<file path="config.mk">
export PLATFORM = sky130hd
export DESIGN_NAME = modbus_read_request_framer
export DESIGN_NICKNAME = d
export VERILOG_FILES = /design/src/rtl/mrrf_pkg.sv /design/src/rtl/mrrf_front.sv /design/src/rtl/mrrf_back.sv /design/src/rtl/modbus_read_request_framer.sv
export VERILOG_INCLUDE_DIRS = /design/src /design/src/rtl
export SDC_FILE = /design/constraint.sdc
export NUM_CORES = 1
export LEC_CHECK = 0
export ABC_CLOCK_PERIOD_IN_PS = 3700
export BUFFER_PORTS_ARGS = -buffer_cell sky130_fd_sc_hd__buf_2
export CAP_MARGIN = 20
export CORE_MARGIN = 5
export CORE_UTILIZATION = 24
export CTS_BUF_LIST = sky130_fd_sc_hd__clkbuf_8
export DETAILED_ROUTE_END_ITERATION = 10
export GPL_TIMING_DRIVEN = 0
export PLACE_DENSITY = 0.38
export SYNTH_ARGS = -nofsm -noshare
export SYNTH_HDL_FRONTEND = slang
export SYNTH_SLANG_ARGS = --single-unit
</file>
<file path="constraint.sdc">
create_clock -name clk_i -period 3.7 [get_ports clk_i]
set_clock_uncertainty 0.15 [all_clocks]
set_input_delay 0.925 -clock clk_i [delete_from_list [all_inputs] [get_ports clk_i]]
set_output_delay 0.925 -clock clk_i [all_outputs]
set_load 0.05 [all_outputs]
</file>
<file path="src/rtl/assert_macros.svh">
`ifndef ASSERT_MACROS_SVH
`define ASSERT_MACROS_SVH

// Condition must hold at every edge out of reset.
`define ASSERT_ALWAYS(label, clk, rst_n, cond) \
  label: assert property (@(posedge clk) disable iff (!rst_n) (cond)) \
    else $error("assertion failed");

// Same-cycle implication.
`define ASSERT_IMPLY(label, clk, rst_n, ante, cons) \
  label: assert property (@(posedge clk) disable iff (!rst_n) (ante) |-> (cons)) \
    else $error("assertion failed");

// Next-cycle implication.
`define ASSERT_NEXT(label, clk, rst_n, ante, cons) \
  label: assert property (@(posedge clk) disable iff (!rst_n) (ante) |=> (cons)) \
    else $error("assertion failed");

`endif

</file>
<file path="src/rtl/mrrf_pkg.sv">
`timescale 1ns / 1ps

package mrrf_pkg;

  localparam int unsigned QUEUE_DEPTH = 2;

  localparam logic [7:0]  FUNC_READ_HOLDING = 8'h03;
  localparam logic [15:0] CRC_INIT          = 16'hFFFF;
  localparam logic [15:0] CRC_POLY          = 16'hA001;

  typedef enum logic [1:0] {
    KIND_POWER   = 2'd0,
    KIND_VOLTAGE = 2'd1,
    KIND_CURRENT = 2'd2,
    KIND_DEFAULT = 2'd3
  } kind_e;

  // Byte position within the 8-byte request, in send order.
  typedef enum logic [2:0] {
    POS_DEV     = 3'd0,
    POS_FUNC    = 3'd1,
    POS_ADDR_HI = 3'd2,
    POS_ADDR_LO = 3'd3,
    POS_CNT_HI  = 3'd4,
    POS_CNT_LO  = 3'd5,
    POS_CRC_LO  = 3'd6,
    POS_CRC_HI  = 3'd7
  } frame_pos_e;

  // Classified request handed from front to back.
  typedef struct packed {
    logic [7:0]  dev_addr;
    logic [15:0] reg_addr;
    logic [15:0] reg_count;
  } req_t;

  // One byte through CRC-16/Modbus (reflected, shift right).
  function automatic logic [15:0] crc16_byte(input logic [15:0] crc_in,
                                             input logic [7:0]  data);
    logic [15:0] crc;
    crc = crc_in ^ {8'h00, data};
    for (int b = 0; b < 8; b++) begin
      if (crc[0]) begin
        crc = (crc >> 1) ^ CRC_POLY;
      end else begin
        crc = crc >> 1;
      end
    end
    return crc;
  endfunction

endpackage

</file>
<file path="src/rtl/mrrf_front.sv">
`timescale 1ns / 1ps

`include "assert_macros.svh"

module mrrf_front
  import mrrf_pkg::*;
#(
  parameter int unsigned QueueDepth = QUEUE_DEPTH
) (
  input  logic       clk_i,
  input  logic       rst_ni,
  input  logic       in_valid_i,
  output logic       in_ready_o,
  input  logic [7:0] dev_addr_i,
  input  logic [1:0] measure_kind_i,
  output logic       req_valid_o,
  input  logic       req_ready_i,
  output req_t       req_o
);

  localparam int unsigned PtrW = (QueueDepth > 1) ? $clog2(QueueDepth) : 1;
  localparam int unsigned CntW = $clog2(QueueDepth + 1);
  localparam logic [PtrW-1:0] LastPtr = PtrW'(QueueDepth - 1);
  localparam logic [CntW-1:0] FullCnt = CntW'(QueueDepth);

  req_t            mem_q [QueueDepth];
  logic [PtrW-1:0] wr_ptr_q, wr_ptr_d;
  logic [PtrW-1:0] rd_ptr_q, rd_ptr_d;
  logic [CntW-1:0] cnt_q, cnt_d;
  logic            push, pop;
  req_t            req_new;

  // Classify: measurement kind selects register address and count.
  always_comb begin
    req_new.dev_addr = dev_addr_i;
    unique case (kind_e'(measure_kind_i))
      KIND_POWER: begin
        req_new.reg_addr  = 16'h030A;
        req_new.reg_count = 16'h0001;
      end
      KIND_VOLTAGE: begin
        req_new.reg_addr  = 16'h030E;
        req_new.reg_count = 16'h0003;
      end
      KIND_CURRENT: begin
        req_new.reg_addr  = 16'h0309;
        req_new.reg_count = 16'h0001;
      end
      KIND_DEFAULT: begin
        req_new.reg_addr  = 16'h0003;
        req_new.reg_count = 16'h0001;
      end
      default: begin
        req_new.reg_addr  = 16'h0003;
        req_new.reg_count = 16'h0001;
      end
    endcase
  end

  assign in_ready_o  = (cnt_q != FullCnt);
  assign req_valid_o = (cnt_q != '0);
  assign req_o       = mem_q[rd_ptr_q];
  assign push        = in_valid_i && in_ready_o;
  assign pop         = req_valid_o && req_ready_i;

  always_comb begin
    wr_ptr_d = wr_ptr_q;
    rd_ptr_d = rd_ptr_q;
    cnt_d    = cnt_q;
    if (push) begin
      wr_ptr_d = (wr_ptr_q == LastPtr) ? '0 : wr_ptr_q + PtrW'(1);
    end
    if (pop) begin
      rd_ptr_d = (rd_ptr_q == LastPtr) ? '0 : rd_ptr_q + PtrW'(1);
    end
    priority if (push && !pop) begin
      cnt_d = cnt_q + CntW'(1);
    end else if (pop && !push) begin
      cnt_d = cnt_q - CntW'(1);
    end else begin
      cnt_d = cnt_q;
    end
  end

  always_ff @(posedge clk_i or negedge rst_ni) begin
    if (!rst_ni) begin
      wr_ptr_q <= '0;
      rd_ptr_q <= '0;
      cnt_q    <= '0;
    end else begin
      wr_ptr_q <= wr_ptr_d;
      rd_ptr_q <= rd_ptr_d;
      cnt_q    <= cnt_d;
    end
  end

  always_ff @(posedge clk_i) begin
    if (push) begin
      mem_q[wr_ptr_q] <= req_new;
    end
  end

  `ASSERT_ALWAYS(a_cnt_bound, clk_i, rst_ni, cnt_q <= FullCnt)
  `ASSERT_NEXT(a_cnt_up, clk_i, rst_ni, push && !pop, cnt_q == $past(cnt_q) + CntW'(1))
  `ASSERT_IMPLY(a_ptr_sync, clk_i, rst_ni, cnt_q == '0, wr_ptr_q == rd_ptr_q)

endmodule

</file>
<file path="src/rtl/mrrf_back.sv">
`timescale 1ns / 1ps

`include "assert_macros.svh"

module mrrf_back
  import mrrf_pkg::*;
(
  input  logic       clk_i,
  input  logic       rst_ni,
  input  logic       req_valid_i,
  output logic       req_ready_o,
  input  req_t       req_i,
  output logic       out_valid_o,
  input  logic       out_ready_i,
  output logic [7:0] out_data_o,
  output logic       out_last_o
);

  frame_pos_e  pos_q, pos_d;
  logic [15:0] crc_q, crc_d;
  logic        out_valid_q, out_valid_d;
  logic [7:0]  out_data_q, out_data_d;
  logic        out_last_q, out_last_d;
  logic        load;
  logic [7:0]  cur_byte;
  logic [15:0] crc_base;

  // Output register frees up either when empty or when its byte transfers.
  assign load = req_valid_i && (!out_valid_q || out_ready_i);

  always_comb begin
    unique case (pos_q)
      POS_DEV:     cur_byte = req_i.dev_addr;
      POS_FUNC:    cur_byte = FUNC_READ_HOLDING;
      POS_ADDR_HI: cur_byte = req_i.reg_addr[15:8];
      POS_ADDR_LO: cur_byte = req_i.reg_addr[7:0];
      POS_CNT_HI:  cur_byte = req_i.reg_count[15:8];
      POS_CNT_LO:  cur_byte = req_i.reg_count[7:0];
      POS_CRC_LO:  cur_byte = crc_q[7:0];
      POS_CRC_HI:  cur_byte = crc_q[15:8];
      default:     cur_byte = crc_q[15:8];
    endcase
  end

  assign crc_base = (pos_q == POS_DEV) ? CRC_INIT : crc_q;

  always_comb begin
    pos_d       = pos_q;
    crc_d       = crc_q;
    out_valid_d = out_valid_q;
    out_data_d  = out_data_q;
    out_last_d  = out_last_q;
    if (out_valid_q && out_ready_i) begin
      out_valid_d = 1'b0;
    end
    if (load) begin
      out_valid_d = 1'b1;
      out_data_d  = cur_byte;
      out_last_d  = (pos_q == POS_CRC_HI);
      pos_d       = frame_pos_e'(pos_q + 3'd1);
      // CRC covers the six body bytes only
      if (pos_q != POS_CRC_LO && pos_q != POS_CRC_HI) begin
        crc_d = crc16_byte(crc_base, cur_byte);
      end
    end
  end

  // Request leaves the queue once its final byte is loaded.
  assign req_ready_o = load && (pos_q == POS_CRC_HI);

  always_ff @(posedge clk_i or negedge rst_ni) begin
    if (!rst_ni) begin
      pos_q       <= POS_DEV;
      out_valid_q <= 1'b0;
    end else begin
      pos_q       <= pos_d;
      out_valid_q <= out_valid_d;
    end
  end

  always_ff @(posedge clk_i) begin
    crc_q      <= crc_d;
    out_data_q <= out_data_d;
    out_last_q <= out_last_d;
  end

  assign out_valid_o = out_valid_q;
  assign out_data_o  = out_data_q;
  assign out_last_o  = out_last_q;

  `ASSERT_NEXT(a_frame_wrap, clk_i, rst_ni, load && pos_q == POS_CRC_HI,
               pos_q == POS_DEV && out_last_q && out_valid_q)
  `ASSERT_IMPLY(a_pop_on_last, clk_i, rst_ni, req_ready_o, load && pos_q == POS_CRC_HI)
  `ASSERT_NEXT(a_mid_frame, clk_i, rst_ni, load && pos_q != POS_CRC_HI, !out_last_q)

endmodule

</file>
<file path="src/rtl/modbus_read_request_framer.sv">
`timescale 1ns / 1ps

// Modbus RTU read-holding-registers request framer.
// Input stream (s_axis): one request per transfer, carrying the slave
// address and a measurement kind (power, voltage, current, default).
// Output stream (m_axis): the 8-byte request, one byte per transfer in
// send order: address, 0x03, register address hi/lo, register count hi/lo,
// CRC-16/Modbus lo/hi. tlast marks the CRC high byte.
// The first byte of a request passes through the request queue and then the
// single byte-wide output register before it is valid. The CRC advances one
// byte for each body byte that is loaded into the output register, so it is
// ready by the time the CRC bytes go out.
// A small request queue sits between the classifier and the serializer, so
// new requests are taken while a frame is still being sent; s_axis_tready
// drops only when that queue is full.
// When the receiver stalls, the current byte holds and serialization pauses.
// Reset empties the queue and restarts at the first frame byte.
module modbus_read_request_framer
  import mrrf_pkg::*;
#(
  parameter int unsigned QueueDepth = QUEUE_DEPTH
) (
  input  logic        clk_i,
  input  logic        rst_ni,
  input  logic        s_axis_tvalid,
  output logic        s_axis_tready,
  input  logic [15:0] s_axis_tdata,   // [7:0] device_address, [9:8] measure_kind, rest zero
  output logic        m_axis_tvalid,
  input  logic        m_axis_tready,
  output logic [7:0]  m_axis_tdata,   // [7:0] frame_byte
  output logic        m_axis_tlast    // last_byte
);

  logic req_valid;
  logic req_ready;
  req_t req;

  mrrf_front #(
    .QueueDepth(QueueDepth)
  ) u_front (
    .clk_i         (clk_i),
    .rst_ni        (rst_ni),
    .in_valid_i    (s_axis_tvalid),
    .in_ready_o    (s_axis_tready),
    .dev_addr_i    (s_axis_tdata[7:0]),
    .measure_kind_i(s_axis_tdata[9:8]),
    .req_valid_o   (req_valid),
    .req_ready_i   (req_ready),
    .req_o         (req)
  );

  mrrf_back u_back (
    .clk_i      (clk_i),
    .rst_ni     (rst_ni),
    .req_valid_i(req_valid),
    .req_ready_o(req_ready),
    .req_i      (req),
    .out_valid_o(m_axis_tvalid),
    .out_ready_i(m_axis_tready),
    .out_data_o (m_axis_tdata),
    .out_last_o (m_axis_tlast)
  );

endmodule

</file>
After elaboration in Yosys (flattened, before gate mapping)
Memories as Yosys holds them, arrays and structs flattened. Index checks and enable logic that the tools add are counted.

$add $sub $neg: 5. Equal/unequal tests: 13. Mux-type cells: 33. Bitwise operators: 9. Reduce and logical (&&, ||, !) cells: 18.

Operator list (number): 16-bit 2-to-1 mux (22); 32-bit one-hot mux with 4 select lines (1); 8-bit one-hot mux with 8 select lines (1); 2-bit inverter with 3-bit output (8); 16-bit by 8-bit bitwise XOR with 16-bit output (1); 14-bit 2-to-1 mux (1); 3-bit equality test, second input constant (4); 1-bit logical AND (8); 3-bit by 2-bit equality test with 1-bit output, second input constant (2); 1-bit 2-to-1 mux (6); 3-bit inequality test, second input constant (2); 2-bit nonzero test (3); 2-bit equality test, second input constant (2); 2-bit 2-to-1 mux (2); 3-bit by 1-bit adder with 3-bit output, second input constant (1); 3-bit by 1-bit equality test with 1-bit output, second input constant (1); 1-bit zero test (3); 3-bit zero test (1); 1-bit adder, second input constant (2); 2-bit by 1-bit adder with 2-bit output, second input constant (1); 2-bit by 1-bit equality test with 1-bit output, second input constant (1); 2-bit zero test (1); 2-bit inequality test, second input constant (1); 2-bit AND reduction (1); other kinds (2) (2).

Bits in registers: 33. Bits in writable memories: 80. Input port bits: 20. Output and inout bits: 11. Logic and storage cells: 88. Memories kept: 1.

Memory list: u_front.mem_q (depth 2, bits a word 40, rd ports 1, clocked after memory_dff 0, wr ports 1, RTL line mrrf_front.sv:26) `req_t mem_q [QueueDepth];`.

Longest topological paths before layout
Gate-level depths: netlist (run 1).

Depth after elaboration: 33. Gate-level depth with buffers: 10. Gate-level depth less buffers: 8.

Modules after synthesis
From an unflattened synthesis (run 1), not the netlist that was laid out.

Cell total of the unflattened synthesis: 252. Area, all modules: 3258.1 sq um.

By module, submodules not included: mrrf_back (times used 1, cells an instance 163, area an instance 1941.9 sq um, sequential area each 850.8 sq um); mrrf_front (times used 1, cells an instance 89, area an instance 1316.3 sq um, sequential area each 820.8 sq um).

Worst setup path before layout (run 1)
No wires, ideal clock.

Path kind: input -> register. Start point: input m_axis_tready. End point: register u_back.crc_q[0] (enable). Setup time: 0.413 ns. Arrival: 3.061 ns. Required time: 3.137 ns. Path slack: 0.076 ns. Stages on the path: 3. Path buffers: 0. Cells stage by stage: inv_1 > a21oi_1 > nor3b_1.

Word-level cells in the longest chain between the ends: 3.

RTL lines: start: declaration (RTL line modbus_read_request_framer.sv:29) `input logic m_axis_tready,`; 1-bit logical OR (RTL line mrrf_back.sv:29) `assign load = req_valid_i && (!out_valid_q || out_ready_i);`; 1-bit logical AND (RTL line mrrf_back.sv:29); named net u_back.load (RTL line mrrf_back.sv:24) `logic load;`; 2-bit AND reduction (no line); end signal: assignment (RTL line mrrf_back.sv:82) `crc_q <= crc_d;`; end: declaration (RTL line mrrf_back.sv:20) `logic [15:0] crc_q, crc_d;`.

The timed path passes the listed nets, and every way through them passes these cells. A chain may end at the register's enable or synchronous reset.

Worst setup path after layout (run 1)
Start point: register u_back.pos_q[0]. End point: register u_back.crc_q[15], data pin.

Word-level cells in the longest chain between the ends: 25. Elaborated cells between the ends (all ways): 39. Classes of those cells: eq/ne (7); mux (23); bitwise (8); reduce/logical (1).

RTL lines: start: declaration (RTL line mrrf_back.sv:19) `frame_pos_e pos_q, pos_d;`; start signal: assignment (RTL line mrrf_back.sv:76) `pos_q <= pos_d;`; 3-bit equality test, or another cell as far along (RTL line mrrf_back.sv:32) `unique case (pos_q)`; 8-bit one-hot mux with 8 select lines * (RTL line mrrf_back.sv:32); named net u_back.cur_byte[3] (RTL line mrrf_back.sv:25) `logic [7:0] cur_byte;`; 16-bit by 8-bit bitwise XOR with 16-bit output * (RTL line mrrf_pkg.sv:41) `crc = crc_in ^ {8'h00, data};`; 16-bit 2-to-1 mux * (RTL line mrrf_pkg.sv:43) `if (crc[0]) begin`; 16-bit 2-to-1 mux * (RTL line mrrf_back.sv:62) `if (pos_q != POS_CRC_LO && pos_q != POS_CRC_HI) begin`; 16-bit 2-to-1 mux * (RTL line mrrf_back.sv:56) `if (load) begin`; 16-bit 2-to-1 mux * (RTL line mrrf_pkg.sv:43); (+10 left out); 16-bit 2-to-1 mux * (RTL line mrrf_back.sv:62); 16-bit 2-to-1 mux * (RTL line mrrf_back.sv:56); 16-bit 2-to-1 mux * (RTL line mrrf_pkg.sv:43); 16-bit 2-to-1 mux * (RTL line mrrf_back.sv:62); 16-bit 2-to-1 mux * (RTL line mrrf_back.sv:56); 16-bit 2-to-1 mux * (RTL line mrrf_pkg.sv:43); 16-bit 2-to-1 mux * (RTL line mrrf_back.sv:62); 16-bit 2-to-1 mux * (RTL line mrrf_back.sv:56).

Mark *: on every way through the listed nets, which the timed path passes. The rest lies on a longest branch. The select of a mux whose other input is x is not followed.

==> results of run 1 <==
[critical path: stages, from the launching register on]
cell and delay [ps]:
sky130_fd_sc_hd__dfrtp_1 400, sky130_fd_sc_hd__ha_1 230, sky130_fd_sc_hd__ha_1 280, sky130_fd_sc_hd__nor4_4 360, sky130_fd_sc_hd__and2_1 170, sky130_fd_sc_hd__buf_4 170, sky130_fd_sc_hd__mux2i_4 280, sky130_fd_sc_hd__xor3_1 510
sky130_fd_sc_hd__xor2_2 280, sky130_fd_sc_hd__xnor3_1 440
[area by class of cell]
cell class | count | area (um^2) | area share [%]
Clock inverter | 5 | 25.02 | 0.7536
Tap cell | 143 | 178.9 | 5.388
Sequential cell | 57 | 1672 | 50.34
Timing Repair Buffer | 27 | 157.7 | 4.748
Inverter | 9 | 33.78 | 1.017
Clock buffer | 9 | 123.9 | 3.730
Buffer | 9 | 60.06 | 1.809
Multi-Input combinational cell | 123 | 1070 | 32.22
[path summary, 6_finish.rpt]
| check | depth (start not counted) | start | slack, ps | end |
|---|---|---|---|---|
| worst max-delay path | 9 | u_back.pos_q[0] | 170 | u_back.crc_q[15] |
| worst min-delay path | 1 | rst_ni | 290 | u_back.pos_q[2] |
| worst max register to register | 9 | u_back.pos_q[0] | 170 | u_back.crc_q[15] |
| worst min register to register | 1 | u_front.wr_ptr_q | 350 | u_front.wr_ptr_q |
| max in group asynchronous | 1 | rst_ni | 2930 | u_back.pos_q[1] |
| min in group clk_i | 1 | u_front.wr_ptr_q | 350 | u_front.wr_ptr_q |
[cell usage after synthesis]
cell | count | area share, %
sky130_fd_sc_hd__edfxtp_1 | 49 | 52
sky130_fd_sc_hd__xnor2_1 | 23 | 7.2
sky130_fd_sc_hd__nor2_1 | 15 | 2.0
sky130_fd_sc_hd__xor2_1 | 11 | 3.4
sky130_fd_sc_hd__inv_1 | 9 | 1.2
sky130_fd_sc_hd__dfrtp_1 | 8 | 7.1
sky130_fd_sc_hd__ha_1 | 7 | 3.1
sky130_fd_sc_hd__mux2i_1 | 7 | 2.5
sky130_fd_sc_hd__nand2_1 | 6 | 0.80
sky130_fd_sc_hd__nor2b_1 | 6 | 1.3
sky130_fd_sc_hd__clkbuf_1 | 5 | 0.67
sky130_fd_sc_hd__or2_2 | 5 | 1.1
sky130_fd_sc_hd__a21oi_1 | 4 | 0.71
sky130_fd_sc_hd__a211oi_1 | 3 | 0.80
sky130_fd_sc_hd__a32oi_1 | 3 | 0.94
sky130_fd_sc_hd__buf_6 | 3 | 1.2
sky130_fd_sc_hd__a221oi_1 | 2 | 0.62
sky130_fd_sc_hd__a222oi_1 | 2 | 0.71
sky130_fd_sc_hd__and3_1 | 2 | 0.45
sky130_fd_sc_hd__mux2_2 | 2 | 0.80
sky130_fd_sc_hd__nand2b_1 | 2 | 0.45
sky130_fd_sc_hd__nand3_1 | 2 | 0.36
sky130_fd_sc_hd__o21ai_0 | 2 | 0.36
sky130_fd_sc_hd__xnor3_1 | 2 | 1.6
sky130_fd_sc_hd__a21o_1 | 1 | 0.27
sky130_fd_sc_hd__a221o_1 | 1 | 0.36
sky130_fd_sc_hd__a22oi_1 | 1 | 0.27
sky130_fd_sc_hd__a41oi_1 | 1 | 0.31
sky130_fd_sc_hd__and2_1 | 1 | 0.22
sky130_fd_sc_hd__and2_4 | 1 | 0.31
sky130_fd_sc_hd__and3_4 | 1 | 0.40
sky130_fd_sc_hd__buf_4 | 1 | 0.27
sky130_fd_sc_hd__mux2_1 | 1 | 0.40
sky130_fd_sc_hd__mux2_4 | 1 | 0.53
sky130_fd_sc_hd__mux2i_2 | 1 | 0.49
sky130_fd_sc_hd__mux2i_4 | 1 | 0.80
sky130_fd_sc_hd__nor3b_1 | 1 | 0.27
sky130_fd_sc_hd__nor4_2 | 1 | 0.45
sky130_fd_sc_hd__o21ai_1 | 1 | 0.18
sky130_fd_sc_hd__o41ai_4 | 1 | 0.98
sky130_fd_sc_hd__xnor3_2 | 1 | 0.85
sky130_fd_sc_hd__xor3_1 | 1 | 0.85
[per-stage QoR]
step	setup WS [ps]	utilization (%)	setup TNS (ps)	cell area, um^2	hold slack [ps]
floorplan	76.15	-	0	2810	310.8
global placement	-1411	27.11	-22570	3109	327.4
finish	171.7	28.96	0	3321	285.3
CTS	48.54	28.75	0	3297	266.4
detailed placement	51.69	27.45	0	3148	339.6
global route	16.38	28.96	0	3321	276.1
[routing by layer]
layer  vias up  routed length [um]  share of wire [%]  track usage (%)
met2        42                2538                 44            12.73
met5         -                   0                  0                0
met1       736                2956                 51            11.97
met3         2                 240                4.1            2.674
li1        782                   -                  -                -
met4         0                  55               0.95            4.731
[cell families after synthesis]
group,after synthesis
buffers and inverters,18
adders and majority gates,7
AOI/OAI and AO/OA,22
and+or+nand+nor,43
muxes,13
DFF,57
xor gates and xnor gates,38
[sequential cells by signal, indices dropped and copies added, names as in the netlist]
| name | count |
|---|---|
| u_back.out_data_o | 8 |
| u_back.out_valid_o | 1 |
| u_back.out_last_o | 1 |
| u_front.mem_q | 24 |
| u_front.cnt_q | 2 |
| u_front.wr_ptr_q | 1 |
| u_back.crc_q | 16 |
| u_back.pos_q | 3 |
| u_front.rd_ptr_q | 1 |
==> out/metrics.yaml, run 1 <==
synth.lib_cells_used.distinct: 42
cts-htree-levels: 3
antenna_left: 0
clk_transition_reported_paths_ps: 60
synthesis.yosys.warnings: 0
timing.critical_path.fanout_max: 5
grt_antenna_before_repair: 0
grt.overflow.total: 0
mostFrequentLayoutCell: "sky130_fd_sc_hd__edfxtp_1"
synth_top_family_by_area: "XOR/XNOR gates"
placed_cells_incl_taps: 367
gp_congestion: 0.7139
hpwl_um: 4122
fp-row-count: 39
ys_ff_latch: 57
die_w_um: 118.2
post_synth_mux_area_share_pct: 5.521
fillCellCount: 1188
synth_compound_gate_area_share_pct: 6.500
hold_violations: 0
wire_per_inst_um: 15.16
synth_fp_nets: 225
antenna_cells_inserted: 0
synthToLayoutAreaGrowth_pct: 18.17
fin_crit_sh_pct: 95.36
syn_area_um2: 2810
number_of_violations_of_the_max_capacitance_limit: 0
worst_hold_path_type: "input pin to async pin"
worstMarginPinSlew_ps: 663.9
cts-root-buf: "sky130_fd_sc_hd__clkbuf_8"
gr-usage-all-layers_pct: 8.872
cts_tree: "built"
final_net_count: 263
detail_route.vias_per_cell: 4.089
mostFrequentLayoutCells: "sky130_fd_sc_hd__edfxtp_1, sky130_fd_sc_hd__buf_2, sky130_fd_sc_hd__xnor2_1"
rsz0062_at_grt: "false"
synth_simple_gate_area_share_pct: 8.148
cts_setup_buffers: 0
worst_ep_arrival_time_ps: 3460
maximum_number_of_pins_on_one_net_before_global_route_repair: 16
drtIter0Drc: 55
detail_route.drc_violations: 0
placeableCoreArea_um2: 11470
startpoint_type: "flip-flop"
grt_pass1_vias: 1640
min_period_ps: 3528
path_class: "flip-flop to flip-flop"
worstSkewPairLatency_ps: 340
worst_case_clock_buffer_depth: 2
worstPathRequired_ps: 3630
syn-instance-count: 198
drt_first_pass_iters: 4
start_util_pct: 24.51
synthesis.area_per_instance_um2: 14.19
setup.worst_path.end_class: "flip-flop"
fp.dieArea_um2: 13970
post_route_wl_um: 5790
post_synth_fa_ha_maj_area_fraction_pct: 3.117
synth-xor-area-share_pct: 13.89
maxClockFrequency_mhz: 283.4
vias: 1562
design.portCount: 31
cts_resized: 0
finalMaxSlewViolations: 0
numClockSinks: 57
final_layout_size_suffix_gt1_share_pct: 26.36
cts_hold_buffers: 0
layoutNonFillerInstCount: 382
setup_viol_count_final: 0
die_h_um: 118.2
slew_headroom_pct: 55.54
synth_sequential_area_ratio_pct: 59.48
grt_first_pass_wirelength_um: 9183
portBuffers: 24
outcome: "completed"
cts_buffers: 9
Power of run 1 is left out: the tool's default activity adds up to more than one toggle a clock period on the data nets, which glitch-free logic cannot reach.
==> run 2, diff against run 1 <==
ABC_AREA = 1   (was default)
==> run 2 against run 1 <==
Compared with the run above:
- via count rose by 41%
- non-clock buffer count fell by 3
- fmax rose by 18%
- critical path depth rose by 10
- critical path type unchanged
==> out/metrics.yaml, run 2 <==
rsz0062_at_grt: "false"
post_route_wl_um: 7087
path_class: "flip-flop to flip-flop"
cts-root-buf: "sky130_fd_sc_hd__clkbuf_8"
post_synth_most_frequent_cells: "sky130_fd_sc_hd__nand2_1, sky130_fd_sc_hd__edfxtp_1, sky130_fd_sc_hd__inv_1, sky130_fd_sc_hd__nand2_2, sky130_fd_sc_hd__nor2_1"
worst_hold_path_type: "input pin to async pin"
worst_ep_arrival_time_ps: 2950
cp-startpoint: "u_back.pos_q[0]"
finish.instance_area_um2: 3687
synth_largest_type_area_fraction_pct: 47.13
final_util_pct: 29.10
worstSkewPairLatency_ps: 340
vias: 2200
cts_resized: 0
clk_transition_reported_paths_ps: 70
yosysMostFrequentCell: "sky130_fd_sc_hd__nand2_1"
regMostFlops: "u_front.mem_q"
place_area_um2: 3505
fp-row-count: 41
fillCellCount: 1362
async_flop_share_pct: 14.04
grt_pass1_vias: 2243
synthToLayoutAreaGrowth_pct: 18.12
setup.reg_to_reg.worst_slack_ps: 710
worstMarginPinSlew_ps: 561.6
ys_ff_latch: 57
worst_path_bufs_invs: 3
worst_path_largest_cell_delay_ps: 430
largest_register_ffs: 24
synth_sequential_area_ratio_pct: 53.55
finalMaxSlewViolations: 0
grt_first_pass_wirelength_um: 11670
detail_route.drc_violations: 0
syn_area_um2: 3122
cpMaxStageDelayCell: "sky130_fd_sc_hd__dfrtp_1"
worst_r2r_startpoint: "u_back.pos_q[0]"
cts-htree-levels: 3
detail_route.vias_per_cell: 3.986
synth_top_area_cell: "sky130_fd_sc_hd__edfxtp_1"
mostFrequentLayoutCells: "sky130_fd_sc_hd__nand2_1, sky130_fd_sc_hd__edfxtp_1, sky130_fd_sc_hd__inv_1"
wire_per_inst_um: 12.84
cts_tree: "built"
hpwl_um: 5303
crit_path_depth: 19
reg2regPathDepth: 19
outcome: "completed"
fp.dieArea_um2: 15390
hold_violations: 0
die_h_um: 124.1
synthesis.area_per_instance_um2: 9.291
cts_setup_buffers: 0
final.setup.tns_ps: 0
number_of_violations_of_the_max_capacitance_limit: 0
cts_hold_buffers: 0
worstReg2RegEnd: "u_back.crc_q[0]"
drt_first_pass_iters: 4
timing.critical_path.fanout_max: 10
synthesis.yosys.warnings: 0
synth.lib_cells_used.distinct: 27
start_util_pct: 24.64
cts_buffers: 9
gr-usage-all-layers_pct: 10.27
setup.worst_path.end: "u_back.crc_q[0]"
antenna_cells_inserted: 0
mostFrequentLayoutCell: "sky130_fd_sc_hd__nand2_1"
maxClockFrequency_mhz: 334.1
setup_viol_count_final: 0
maximum_number_of_pins_on_one_net_before_global_route_repair: 11
synth_fp_nets: 363
worst_case_clock_buffer_depth: 2
numClockSinks: 57
dominantRegCellSynth: "sky130_fd_sc_hd__edfxtp_1"
final_layout_size_suffix_gt1_share_pct: 29.47
synth-edff-count: 49
final_net_count: 402
drtIter0Drc: 102
design.portCount: 31
min_period_ps: 2993
worstPathCellList: "ha_1, ha_1, buf_2, inv_1, nand3_2, nor2_8, nand2_2, nand2_2, nand2_1, nand2_1, nand2_2, nand2_2, nand2_1, nand2_2, inv_1, nand2_2, nand3_2, nand3_2, nand2_1"
portBuffers: 24
grt_antenna_before_repair: 0
startpoint_type: "flip-flop"
cp_top_family: "simple AND/OR/NAND/NOR gates"
fin_crit_sh_pct: 80.90
antenna_left: 0
placeableCoreArea_um2: 12670
gp_congestion: 0.7409
netlist_top_cells_area: "sky130_fd_sc_hd__edfxtp_1, sky130_fd_sc_hd__nand2_1, sky130_fd_sc_hd__nand2_2, sky130_fd_sc_hd__dfrtp_1, sky130_fd_sc_hd__inv_1"
die_w_um: 124.1
cp_common_cell: "sky130_fd_sc_hd__nand2_2"
setup.worst_path.end_class: "flip-flop"
grt.overflow.total: 0
syn-instance-count: 336
slew_headroom_pct: 62.52
worstPathRequired_ps: 3650
==> run 2: cell types whose count changed in the layout (fill, tap and decap cells not counted), sizes merged, moves of 4 or more <==
cell	change
mux2i	-9
o21ai	+7
nor2b	-6
nor2	+13
inv	+36
mux2	-4
xor2	-5
nand2	+123
nand3	+27
xnor2	-19
==> run 2: area by class of cell <==
cell class	instances	area (um^2)	share of cell area (%)
clock inverter	4	17.52	0.4751
tap	172	215.2	5.836
clock buffer	12	165.2	4.479
timing repair buffer	28	161.4	4.377
sequential	57	1672	45.33
multi-input combinational	229	1257	34.10
buffer	5	30.03	0.8144
inverter	45	168.9	4.581
==> run 2: cell families (layout without fill, tap and decap cells) <==
| group | Yosys count | count (layout) | synth area share [%] |
|---|---|---|---|
| buffers and inverters | 50 | 94 | 6.372 |
| flip-flops | 57 | 57 | 53.55 |
| AND/OR/NAND/NOR | 194 | 194 | 31.02 |
| XOR/XNOR | 10 | 10 | 2.805 |
| adder cells (fa/ha/maj) | 7 | 7 | 2.805 |
| AO/OA/AOI/OAI | 18 | 18 | 3.447 |
==> run 2: worst min path at each step <==
stage	from	to	slack (ps)	cells after the start
after floorplan	u_front.cnt_q[0]	u_front.cnt_q[0]	300	1
after global placement	u_front.cnt_q[0]	u_front.cnt_q[0]	320	1
after detailed placement	u_front.cnt_q[0]	u_front.cnt_q[0]	310	1
after CTS	rst_ni	u_front.wr_ptr_q	260	1
after global routing	rst_ni	u_front.cnt_q[0]	270	1
final	rst_ni	u_front.cnt_q[0]	270	1
==> run 2: metal layers <==
metal / global-route usage [%] / up-vias / wire, um
li1: - / 1147 / -
met1: 13.38 / 1015 / 3514
met2: 16.08 / 27 / 3238
met3: 2.089 / 11 / 173
met4: 5.339 / 0 / 161
met5: 0 / - / 0
==> run 2: per-stage QoR <==
stage	hold WS (ps)	setup slack [ps]	cells
floorplan	295.8	602.0	336
global placement	315.8	-801.2	532
detailed placement	313.1	635.1	536
CTS	259.6	628.9	552
global route	270.3	400.4	552
finish	272.2	706.6	552
Power of run 2 is left out for the same reason.
==> run 3, diff against run 2 <==
ABC_CLOCK_PERIOD_IN_PS = 2750   (was 3700)
PLACE_DENSITY = 0.4   (was 0.38)
clock period = 2.75 ns   (was 3.7 ns; I/O delays follow)
==> run 3 against run 2 <==
Compared with the run above:
- global-route usage up 0.23 points
- core utilization up 4.1 points
- setup slack worse by 540 ps
- die area unchanged
- sequential share of layout area down 5.6 points
- via count up 6.5%
- critical path type unchanged
- highest routed layer unchanged
==> out/metrics.yaml, run 3 (synthesis results as in run 2) <==
worst_case_clock_buffer_depth: 2
antenna_cells_inserted: 0
gr-usage-all-layers_pct: 10.50
setup.worst_path.end_class: "flip-flop"
final.setup.tns_ps: 0
mostFrequentLayoutCell: "sky130_fd_sc_hd__nand2_1"
number_of_violations_of_the_max_capacitance_limit: 0
wire_per_inst_um: 12.62
grt_antenna_before_repair: 0
cts-htree-levels: 3
synthToLayoutAreaGrowth_pct: 34.79
timing.critical_path.fanout_max: 4
cpMaxStageDelayCell: "sky130_fd_sc_hd__dfrtp_1"
portBuffers: 24
mostFrequentLayoutCells: "sky130_fd_sc_hd__nand2_1, sky130_fd_sc_hd__edfxtp_1, sky130_fd_sc_hd__nand2_2"
worst_path_largest_cell_delay_ps: 390
grt_first_pass_wirelength_um: 11790
drtIter0Drc: 104
placeableCoreArea_um2: 12670
fin_crit_sh_pct: 94.01
worstMarginPinSlew_ps: 1061
detail_route.drc_violations: 0
clk_transition_reported_paths_ps: 70
worstPathCellList: "buf_4, inv_2, ha_4, nor2_4, nand2_4, nor2_8, buf_6, nor2_2, nand2_2, nand2_4, nand2_4, nand2_4, nand2_4, nand2_4, nand2_4, nand2_1, nand2_2, nand3_2, nand3_2, nand2_1"
design.portCount: 31
die_w_um: 124.1
maxClockFrequency_mhz: 386.8
cts-root-buf: "sky130_fd_sc_hd__clkbuf_8"
min_period_ps: 2585
final_layout_size_suffix_gt1_share_pct: 43.70
cp-startpoint: "u_back.pos_q[1]"
hold_violations: 0
die_h_um: 124.1
cp_common_cell: "sky130_fd_sc_hd__nand2_4"
detail_route.vias_per_cell: 4.059
grt_pass1_vias: 2278
grt.overflow.total: 0
hpwl_um: 5162
startpoint_type: "flip-flop"
fp.dieArea_um2: 15390
drt_first_pass_iters: 4
numClockSinks: 57
post_route_wl_um: 7284
start_util_pct: 24.64
regMostFlops: "u_front.mem_q"
worstPathRequired_ps: 2700
worst_r2r_startpoint: "u_back.pos_q[1]"
worst_ep_arrival_time_ps: 2540
worst_hold_path_type: "input pin to async pin"
vias: 2342
path_class: "flip-flop to flip-flop"
largest_register_ffs: 24
cts_hold_buffers: 0
fp-row-count: 41
cts_tree: "built"
finalMaxSlewViolations: 0
slew_headroom_pct: 29.03
gp_congestion: 0.7502
antenna_left: 0
worstSkewPairLatency_ps: 350
outcome: "completed"
worst_hold_slack_ps: 20.55
cts_buffers: 9
setup_viol_count_final: 0
final_net_count: 427
maximum_number_of_pins_on_one_net_before_global_route_repair: 17
==> run 3: critical path, delay by kind of cell (launching register included) <==
family	cells	cell delay, ps
buffers and inverters	3	340
adder cells (fa/ha/maj)	1	170
AND/OR/NAND/NOR	16	1280
flip-flops	1	390
==> run 3: final timing paths <==
check                                     endpoint  slack [ps]  depth (start not counted)
worst max-delay path               u_back.crc_q[0]         160                         20
worst min-delay path            u_back.out_valid_o          20                          1
worst max register to register     u_back.crc_q[0]         160                         20
worst min register to register    u_front.cnt_q[0]         320                          1
max in group asynchronous          u_back.pos_q[2]        2250                          1
min in group clk_i                u_front.cnt_q[0]         320                          1
==> run 3: cell type report <==
class | instances | area, um^2
clock inverters | 7 | 95.09
multi-input cells | 229 | 1533
well taps | 172 | 215.2
inverters | 45 | 171.4
fillers | 1329 | 8463
repair buffers | 54 | 371.6
clock buffers | 9 | 123.9
flip-flops and latches | 57 | 1673
plain buffers | 4 | 25.02
==> run 3: timing repair <==
action                     4_1_cts  5_1_grt
setup endpoints to repair        4        4
buffers inserted                19        9
gates resized for setup         16       57
pin swaps                        7       25
==> run 3: per-layer routing <==
layer | track usage (%) | up-vias | routed length (um)
li1 | - | 1211 | -
met1 | 13.21 | 1090 | 3435
met2 | 16.99 | 34 | 3469
met3 | 2.770 | 7 | 249
met4 | 4.517 | 0 | 129
met5 | 0 | - | 0
==> run 3: metrics by stage <==
step / setup slack, ps / area, um^2 / std cells / util (%)
floorplan: 125.5 / 3124 / 336 / -
global placement: -1091 / 3460 / 532 / 27.30
detailed placement: -299.8 / 3490 / 534 / 27.54
CTS: 1.892 / 3902 / 569 / 30.80
global route: -49.48 / 4208 / 577 / 33.21
finish: 164.6 / 4208 / 577 / 33.21
Power of run 3 is left out for the same reason.
